--- config.mk ---
export PLATFORM = sky130hd
export DESIGN_NAME = at_command_slot_report_parser
export DESIGN_NICKNAME = d
export VERILOG_FILES = /design/src/rtl/core/atsr_pkg.sv /design/src/rtl/core/at_command_slot_report_parser.sv /design/src/rtl/core/atsr_in_stage.sv /design/src/rtl/core/atsr_fsm.sv /design/src/rtl/core/atsr_out_stage.sv
export SDC_FILE = /design/constraint.sdc
export NUM_CORES = 1
export LEC_CHECK = 0
export BUFFER_PORTS_ARGS = -buffer_cell sky130_fd_sc_hd__buf_2
export CORE_MARGIN = 1.5
export CORE_UTILIZATION = 30
export CTS_CLUSTER_SIZE = 16
export DETAILED_ROUTE_END_ITERATION = 8
export GPL_TIMING_DRIVEN = 0
export PLACE_DENSITY = 0.43
export REMOVE_ABC_BUFFERS = 1
export SYNTH_ARGS = -nofsm -noshare
export SYNTH_HDL_FRONTEND = slang
export SYNTH_SLANG_ARGS = --single-unit
--- constraint.sdc ---
create_clock -name clk -period 3.25 [get_ports clk]
set_clock_uncertainty 0.05 [all_clocks]
set_input_delay 0.325 -clock clk [delete_from_list [all_inputs] [get_ports clk]]
set_output_delay 0.325 -clock clk [all_outputs]
set_load 0.01 [all_outputs]
--- src/rtl/core/atsr_pkg.sv ---
package atsr_pkg;

    // Length limits and counter width
    localparam int CMD_MAX_LEN  = 256;
    localparam int NAME_MAX_LEN = 256;
    localparam int CNT_W        = 9;

    localparam logic [CNT_W-1:0] CMD_LIMIT  = CNT_W'(CMD_MAX_LEN - 1);
    localparam logic [CNT_W-1:0] NAME_LIMIT = CNT_W'(NAME_MAX_LEN - 1);

    // ASCII codes
    localparam logic [7:0] CH_A_UP = 8'h41;
    localparam logic [7:0] CH_A_LO = 8'h61;
    localparam logic [7:0] CH_T_UP = 8'h54;
    localparam logic [7:0] CH_T_LO = 8'h74;
    localparam logic [7:0] CH_CR   = 8'h0D;
    localparam logic [7:0] CH_LF   = 8'h0A;
    localparam logic [7:0] CH_SP   = 8'h20;
    localparam logic [7:0] CH_S_UP = 8'h53;
    localparam logic [7:0] CH_L_LO = 8'h6C;
    localparam logic [7:0] CH_O_LO = 8'h6F;
    localparam logic [7:0] CH_COLON = 8'h3A;
    localparam logic [7:0] CH_0    = 8'h30;
    localparam logic [7:0] CH_9    = 8'h39;
    localparam logic [7:0] CH_NUL  = 8'h00;

    // Event codes
    typedef enum logic [2:0] {
        EV_OK        = 3'd0,
        EV_ERR       = 3'd1,
        EV_CMD_BYTE  = 3'd2,
        EV_CMD_END   = 3'd3,
        EV_NAME_BYTE = 3'd4,
        EV_NAME_END  = 3'd5,
        EV_OMIT      = 3'd6
    } ev_kind_t;

    // Registered input word handed to the parser
    typedef struct packed {
        logic       valid;
        logic [7:0] rx_byte;
    } stage_t;

    // One parser result
    typedef struct packed {
        logic       valid;
        ev_kind_t   kind;
        logic [7:0] data;
    } event_t;

endpackage

--- src/rtl/core/at_command_slot_report_parser.sv ---
// Byte-stream parser for "AT" command lines and "Slot<digit>:<name>" reports.
// One received byte is taken per word on the input channel and gives zero or
// one event word (kind plus byte) on the output channel. The block accepts a
// byte every cycle while the output side keeps up. An accepted byte sits in the
// input register; the combinational state machine decision loads the result
// register once it has room, and the receiver takes the event from there. The
// combinational state machine step sets the rate above. Command and name bytes
// stream out as they arrive; command length and name length are limited by
// package constants.
module at_command_slot_report_parser (
    input  logic               clk,
    input  logic               rst_n,
    input  logic               in_valid,
    output logic               in_ready,
    input  logic [7:0]         rx_byte,
    output logic               out_valid,
    input  logic               out_ready,
    output atsr_pkg::ev_kind_t event_kind,
    output logic [7:0]         data_byte
);
    import atsr_pkg::*;

    stage_t stage;
    event_t ev;
    logic   room;
    logic   take;

    // Held byte moves through the parser when the result register has room
    assign take = stage.valid && room;

    atsr_in_stage u_in_stage (
        .clk      (clk),
        .rst_n    (rst_n),
        .in_valid (in_valid),
        .in_ready (in_ready),
        .rx_byte  (rx_byte),
        .take     (take),
        .stage    (stage)
    );

    atsr_fsm u_fsm (
        .clk   (clk),
        .rst_n (rst_n),
        .stage (stage),
        .take  (take),
        .ev    (ev)
    );

    atsr_out_stage u_out_stage (
        .clk        (clk),
        .rst_n      (rst_n),
        .ev         (ev),
        .take       (take),
        .room       (room),
        .out_valid  (out_valid),
        .out_ready  (out_ready),
        .event_kind (event_kind),
        .data_byte  (data_byte)
    );

endmodule

--- src/rtl/core/atsr_in_stage.sv ---
module atsr_in_stage (
    input  logic            clk,
    input  logic            rst_n,
    input  logic            in_valid,
    output logic            in_ready,
    input  logic [7:0]      rx_byte,
    input  logic            take,
    output atsr_pkg::stage_t stage
);
    import atsr_pkg::*;

    logic       valid_reg;
    logic       valid_next;
    logic [7:0] byte_reg;

    // Room when empty or when the held word moves on this cycle
    assign in_ready = !valid_reg || take;

    always_comb
    begin
        valid_next = valid_reg;
        if (in_valid && in_ready)
        begin
            valid_next = 1'b1;
        end
        else if (take)
        begin
            valid_next = 1'b0;
        end
    end

    always_ff @(posedge clk or negedge rst_n)
    begin
        if (!rst_n)
        begin
            valid_reg <= 1'b0;
        end
        else
        begin
            valid_reg <= valid_next;
        end
    end

    // Payload, no reset
    always_ff @(posedge clk)
    begin
        if (in_valid && in_ready)
        begin
            byte_reg <= rx_byte;
        end
    end

    assign stage.valid   = valid_reg;
    assign stage.rx_byte = byte_reg;

endmodule

--- src/rtl/core/atsr_fsm.sv ---
module atsr_fsm (
    input  logic             clk,
    input  logic             rst_n,
    input  atsr_pkg::stage_t stage,
    input  logic             take,
    output atsr_pkg::event_t ev
);
    import atsr_pkg::*;

    typedef enum logic [9:0] {
        ST_IDLE  = 10'b00_0000_0001,
        ST_A     = 10'b00_0000_0010,
        ST_AT    = 10'b00_0000_0100,
        ST_CMD   = 10'b00_0000_1000,
        ST_S     = 10'b00_0001_0000,
        ST_SL    = 10'b00_0010_0000,
        ST_SLO   = 10'b00_0100_0000,
        ST_SLOT  = 10'b00_1000_0000,
        ST_DIGIT = 10'b01_0000_0000,
        ST_NAME  = 10'b10_0000_0000
    } state_t;

    state_t           state_reg;
    state_t           state_next;
    logic [CNT_W-1:0] cmd_count_reg;
    logic [CNT_W-1:0] cmd_count_next;
    logic [CNT_W-1:0] name_count_reg;
    logic [CNT_W-1:0] name_count_next;
    logic [7:0]       b;
    logic             is_eol;

    assign b      = stage.rx_byte;
    assign is_eol = (b == CH_CR) || (b == CH_LF);

    // Next state and event for the held byte
    always_comb
    begin
        state_next      = state_reg;
        cmd_count_next  = cmd_count_reg;
        name_count_next = name_count_reg;
        ev              = '0;
        unique case (state_reg)
            ST_IDLE:
            begin
                if (b == CH_A_UP || b == CH_A_LO)
                begin
                    state_next = ST_A;
                end
                else if (b == CH_S_UP)
                begin
                    state_next = ST_S;
                end
            end
            ST_A:
            begin
                state_next = (b == CH_T_UP || b == CH_T_LO) ? ST_AT : ST_IDLE;
            end
            ST_AT:
            begin
                if (is_eol)
                begin
                    state_next = ST_IDLE;
                    ev.valid   = 1'b1;
                    ev.kind    = EV_OK;
                end
                else if (b == CH_SP)
                begin
                    cmd_count_next = '0;
                    state_next     = ST_CMD;
                end
                else
                begin
                    state_next = ST_IDLE;
                    ev.valid   = 1'b1;
                    ev.kind    = EV_ERR;
                end
            end
            ST_CMD:
            begin
                // Line end, or the byte that hits the limit, closes the command
                if (is_eol || cmd_count_reg >= CMD_LIMIT)
                begin
                    state_next = ST_IDLE;
                    ev.valid   = 1'b1;
                    ev.kind    = EV_CMD_END;
                end
                else
                begin
                    cmd_count_next = cmd_count_reg + CNT_W'(1);
                    ev.valid       = 1'b1;
                    ev.kind        = EV_CMD_BYTE;
                    ev.data        = b;
                end
            end
            ST_S:
            begin
                state_next = (b == CH_L_LO) ? ST_SL : ST_IDLE;
            end
            ST_SL:
            begin
                state_next = (b == CH_O_LO) ? ST_SLO : ST_IDLE;
            end
            ST_SLO:
            begin
                state_next = (b == CH_T_LO) ? ST_SLOT : ST_IDLE;
            end
            ST_SLOT:
            begin
                if (b == CH_COLON)
                begin
                    state_next = ST_IDLE;
                    ev.valid   = 1'b1;
                    ev.kind    = EV_OMIT;
                end
                else if (b >= CH_0 && b <= CH_9)
                begin
                    name_count_next = '0;
                    state_next      = ST_DIGIT;
                end
                else
                begin
                    state_next = ST_IDLE;
                end
            end
            ST_DIGIT:
            begin
                state_next = (b == CH_COLON) ? ST_NAME : ST_IDLE;
            end
            ST_NAME:
            begin
                if (b == CH_NUL || is_eol)
                begin
                    state_next = ST_IDLE;
                    ev.valid   = 1'b1;
                    ev.kind    = EV_NAME_END;
                end
                else if (name_count_reg < NAME_LIMIT)
                begin
                    // bytes past the limit are dropped silently
                    name_count_next = name_count_reg + CNT_W'(1);
                    ev.valid        = 1'b1;
                    ev.kind         = EV_NAME_BYTE;
                    ev.data         = b;
                end
            end
            default:
            begin
                state_next = ST_IDLE;
                ev.valid   = 1'b1;
                ev.kind    = EV_ERR;
            end
        endcase
        // nothing to report without a held byte
        if (!stage.valid)
        begin
            ev.valid = 1'b0;
        end
    end

    always_ff @(posedge clk or negedge rst_n)
    begin
        if (!rst_n)
        begin
            state_reg      <= ST_IDLE;
            cmd_count_reg  <= '0;
            name_count_reg <= '0;
        end
        else if (take)
        begin
            state_reg      <= state_next;
            cmd_count_reg  <= cmd_count_next;
            name_count_reg <= name_count_next;
        end
    end

`ifndef ASSERT_OFF
    a_cmd_bound: assert property (@(posedge clk) disable iff (!rst_n)
        cmd_count_reg <= CMD_LIMIT)
        else $error("command count past limit");

    a_name_bound: assert property (@(posedge clk) disable iff (!rst_n)
        name_count_reg <= NAME_LIMIT)
        else $error("name count past limit");

    a_cmd_advance: assert property (@(posedge clk) disable iff (!rst_n)
        (take && ev.valid && ev.kind == EV_CMD_BYTE)
        |=> (cmd_count_reg == $past(cmd_count_reg) + CNT_W'(1)))
        else $error("command byte without count step");

    a_take_valid: assert property (@(posedge clk) disable iff (!rst_n)
        take |-> stage.valid)
        else $error("parser advanced without a byte");
`endif

endmodule

--- src/rtl/core/atsr_out_stage.sv ---
module atsr_out_stage (
    input  logic               clk,
    input  logic               rst_n,
    input  atsr_pkg::event_t   ev,
    input  logic               take,
    output logic               room,
    output logic               out_valid,
    input  logic               out_ready,
    output atsr_pkg::ev_kind_t event_kind,
    output logic [7:0]         data_byte
);
    import atsr_pkg::*;

    logic       valid_reg;
    logic       valid_next;
    logic       load;
    ev_kind_t   kind_reg;
    logic [7:0] data_reg;

    // Free when empty or being drained this cycle
    assign room = !valid_reg || out_ready;
    assign load = take && ev.valid;

    always_comb
    begin
        priority if (load)
        begin
            valid_next = 1'b1;
        end
        else if (out_ready)
        begin
            valid_next = 1'b0;
        end
        else
        begin
            valid_next = valid_reg;
        end
    end

    always_ff @(posedge clk or negedge rst_n)
    begin
        if (!rst_n)
        begin
            valid_reg <= 1'b0;
        end
        else
        begin
            valid_reg <= valid_next;
        end
    end

    // Result word, no reset
    always_ff @(posedge clk)
    begin
        if (load)
        begin
            kind_reg <= ev.kind;
            data_reg <= ev.data;
        end
    end

    assign out_valid  = valid_reg;
    assign event_kind = kind_reg;
    assign data_byte  = data_reg;

endmodule

==> flow_metrics.py <==
metrics = {
    "layout": {
        "drive_gt1_share_pct": 16.6,
        "nets": 322,
        "n_antenna_cell": 0,
        "largest_reg_flops": 10,
        "multiInputGateArea_sq_um": 1500,
        "fillCellCount": 972,
        "area_growth_pct": 12.0,
        "seq_area_sq_um": 1320,
        "final_area_sq_um": 3240,
    },
    "synthesis": {
        "synth_most_common_cell": "dfrtp_1",
        "synth_area_sq_um": 2900,
        "syn_inst": 289,
        "yosys.area.top_type": "dfrtp_1",
        "synth_edf_count": 19,
        "synth_common_cells": "29 x dfrtp_1, 28 x nand2_1, 22 x nor2_1",
        "yosysTopAreaCellShare_pct": 25.0,
        "ys_warn_count": 0,
        "synth.avg_cell_area_sq_um": 10.0,
        "synth_ff_type": "dfrtp_1",
        "ys_types": 65,
        "synthArstFlopShare_pct": 61.2,
        "synthTopCellsByArea": "dfrtp_1 25%, edfxtp_1 20%, nand2_1 3.6%, o21ai_0 3.6%, a2111oi_4 2.8%",
        "synth-seq-cells": 49,
        "ys_seq_area_share_pct": 45.6,
    },
    "critical_path": {
        "crit_path_end_kind": "register",
        "cp_max_fo": 12,
        "r2r_end": "u_out_stage.data_byte[4]$_DFFE_PP_",
        "crit_end": "u_out_stage.data_byte[4]$_DFFE_PP_",
        "critPathKind": "register to register",
        "reg2reg_depth": 5,
        "start_kind": "register",
        "critPathLaunch": "u_fsm.state_reg[5]$_DFFE_PN0P_",
        "cp_data_arrival_time_ns": 3.00,
        "worst_path_max_delay_cell": "nor4_2",
        "crit_path_max_incr_delay_ns": 0.58,
        "ff2ff_setup_slack_ns": 0.23,
        "crit_chain": "nor4_2 -> nand3_1 -> and4b_1 -> a311oi_1 -> nor2_4",
        "required_ns": 3.22,
        "r2r_start": "u_fsm.state_reg[5]$_DFFE_PN0P_",
    },
    "clock_tree": {
        "clock-sinks": 49,
        "clk_path_buf_depth": 2,
        "cts_tree": "yes",
        "cts_made_buffers": 5,
        "hold_buffers": 0,
        "path_clk_slew_ns": 0.10,
        "clock_latency_ns": 0.31,
        "clockRootBuffer": "clkbuf_8",
        "cts_max_level": 2,
    },
    "global_routing": {
        "grt_first_pass_wirelength_mm": 11.3,
        "antenna_found_initial": 0,
        "overflow": 0,
        "track_usage_pct": 14.2,
        "grt_max_degree": 31,
        "grt_pass1_vias": 2200,
    },
    "routing": {
        "vias": 2287,
        "wl_met2_mm": 2.99,
        "wl_met1_mm": 3.57,
        "wire_per_inst_um": 15.8,
        "dr.max_layer_used": "met4",
        "vias_per_cell": 5.23,
        "first_iter_violations": 117,
        "wirelength_mm": 6.90,
        "wl_met3_um": 284,
        "drc_errors": 0,
        "firstDrtPassIters": 4,
        "ant_nets": 0,
    },
    "power": {
        "peakVddDrop_mv": 0.208,
        "combPwrFrac_pct": 26.2,
        "seqPwrFrac_pct": 47.8,
        "cell_internal_pwr_mw": 1.13,
        "power_mw": 1.69,
        "power-per-cell-area_nw_per_um2": 522,
        "swShare_pct": 33.5,
        "power_leakage_nw": 1.25,
        "switchingPower_mw": 0.567,
        "power_frac_clock_pct": 26.0,
    },
    "placed_design": {
        "postPlaceCellArea_sq_um": 3110,
        "globalplace.congestion": 0.888,
        "portBuffers": 24,
        "hpwlAfterDp_mm": 5.20,
    },
    "floorplanning": {
        "io_pins": 25,
        "rows": 35,
        "coreArea_sq_um": 9280,
        "die_h_um": 101,
        "initial_utilization_pct": 31.2,
        "die_area_sq_um": 10300,
        "die_w_um": 101,
    },
    "timing": {
        "period_minus_slack_ns": 3.02,
        "finalSetupViolations": 0,
        "worstMarginPinSlew_ns": 0.820,
        "grt_setup_unrepaired": "false",
        "slew_viol_final": 0,
        "fin_hold_ws_ns": 0.0116,
        "max_slew_margin_pct": 45.2,
        "timing.final.crit_share_pct": 93.0,
        "tns_ns": 0,
        "fmax_mhz": 331,
        "hold_viol": 0,
    },
    "run": {
        "drv_cap": 0,
    },
    "run_status": {
        "status": "finished, final reports clean",
    },
    "worst_hold_path": {
        "hold_class": "input port to asynchronous set/reset pin",
    },
}
power by group through the flow:
stage	logic, mW	clock network (mW)	registers (mW)
2_1_floorplan	0.262	0	0.828
3_3_place_gp	0.426	0	0.826
3_5_place_dp	0.423	0	0.825
4_1_cts	0.444	0.459	0.811
5_1_grt	0.487	0.481	0.823
6_report	0.444	0.440	0.811
layer usage:
layer  track usage (%)  vias to the layer above
met5                 0                        -
met4              3.21                        0
met3              2.55                        8
met2              21.9                       56
met1              20.7                     1101
li1                  -                     1122
layout make-up:
class / instances / share of cell area (%)
Clock buffer: 5 / 2.12
Clock inverter: 3 / 1.27
Inverter: 8 / 0.926
Multi-Input combinational cell: 219 / 46.2
Sequential cell: 49 / 40.8
Tap cell: 129 / 4.97
Timing Repair Buffer: 24 / 3.70
stage by stage:
| stage | setup slack, ns | util, % | instances |
|---|---|---|---|
| 6_report | 0.228 | 34.9 | 437 |
| 5_1_grt | 0.0645 | 34.9 | 437 |
| 4_1_cts | 0.0826 | 34.9 | 437 |
| 3_5_place_dp | -0.444 | 33.5 | 429 |
| 3_3_place_gp | -0.445 | 33.5 | 429 |
| 2_1_floorplan | 0.399 | - | 276 |
critical path, delay by kind of cell, from the launching register on:
kind               cells  cell delay, ns
AOI/OAI and AO/OA      1            0.55
DFF                    1            0.52
and+or+nand+nor        4            1.63
worst min-delay path by stage:
stage                                    endpoint  slack, ns  cells after the start
6_report       u_fsm.cmd_count_reg[2]$_DFFE_PN0P_       0.01                      1
5_1_grt        u_fsm.cmd_count_reg[2]$_DFFE_PN0P_       0.07                      1
4_1_cts        u_fsm.cmd_count_reg[6]$_DFFE_PN0P_       0.05                      1
3_5_place_dp   u_fsm.cmd_count_reg[2]$_DFFE_PN0P_       0.38                      1
3_3_place_gp   u_fsm.cmd_count_reg[2]$_DFFE_PN0P_       0.39                      1
2_1_floorplan  u_fsm.cmd_count_reg[0]$_DFFE_PN0P_      -0.02                      0
cells by family (layout without fill, tap and decap cells):
logic type	count (synthesis)	after routing	synth area share (%)
flops	49	49	45.6
compound gates	70	70	18.6
fa+ha+maj	3	3	1.30
mux	1	1	0.389
simple gates	136	136	27.8
buf+inv	21	40	3.50
xor+xnor	9	9	2.72
cells in the final DEF (no fill, tap or decap), types with 3 or more instances in the layout:
| cell type | netlist | routed |
|---|---|---|
| dfrtp_1 | 29 | 29 |
| nand2_1 | 28 | 28 |
| buf_2 | 3 | 24 |
| nor2_1 | 22 | 21 |
| o21ai_0 | 21 | 21 |
| edfxtp_1 | 19 | 19 |
| nand3_1 | 14 | 13 |
| and2_1 | 11 | 11 |
| inv_1 | 8 | 8 |
| a21o_1 | 7 | 7 |
| nor3_1 | 7 | 6 |
| and3_1 | 6 | 6 |
| a31oi_1 | 6 | 6 |
| a21oi_1 | 6 | 6 |
| xnor2_1 | 6 | 6 |
| nand4_1 | 5 | 5 |
| nand4b_1 | 5 | 5 |
| nand2b_1 | 5 | 5 |
| clkbuf_8 | 0 | 5 |
| nor4_1 | 4 | 4 |
| nand3b_1 | 4 | 4 |
| o31ai_1 | 4 | 4 |
| nor2b_1 | 3 | 3 |
| nor3b_1 | 3 | 3 |
| xor2_1 | 3 | 3 |
| a41oi_1 | 3 | 3 |
| a2111oi_4 | 3 | 3 |
| ha_1 | 3 | 3 |
what timing repair did:
| action | in CTS | in global routing |
|---|---|---|
| endpoints found under the hold margin | 0 | 0 |
| gates cloned | 0 | 0 |
| buffers inserted | 0 | 0 |
| resized for setup | 4 | 1 |
| endpoints found under the setup margin | 18 | 12 |
Note: power is estimated with default switching activity, not from simulation.
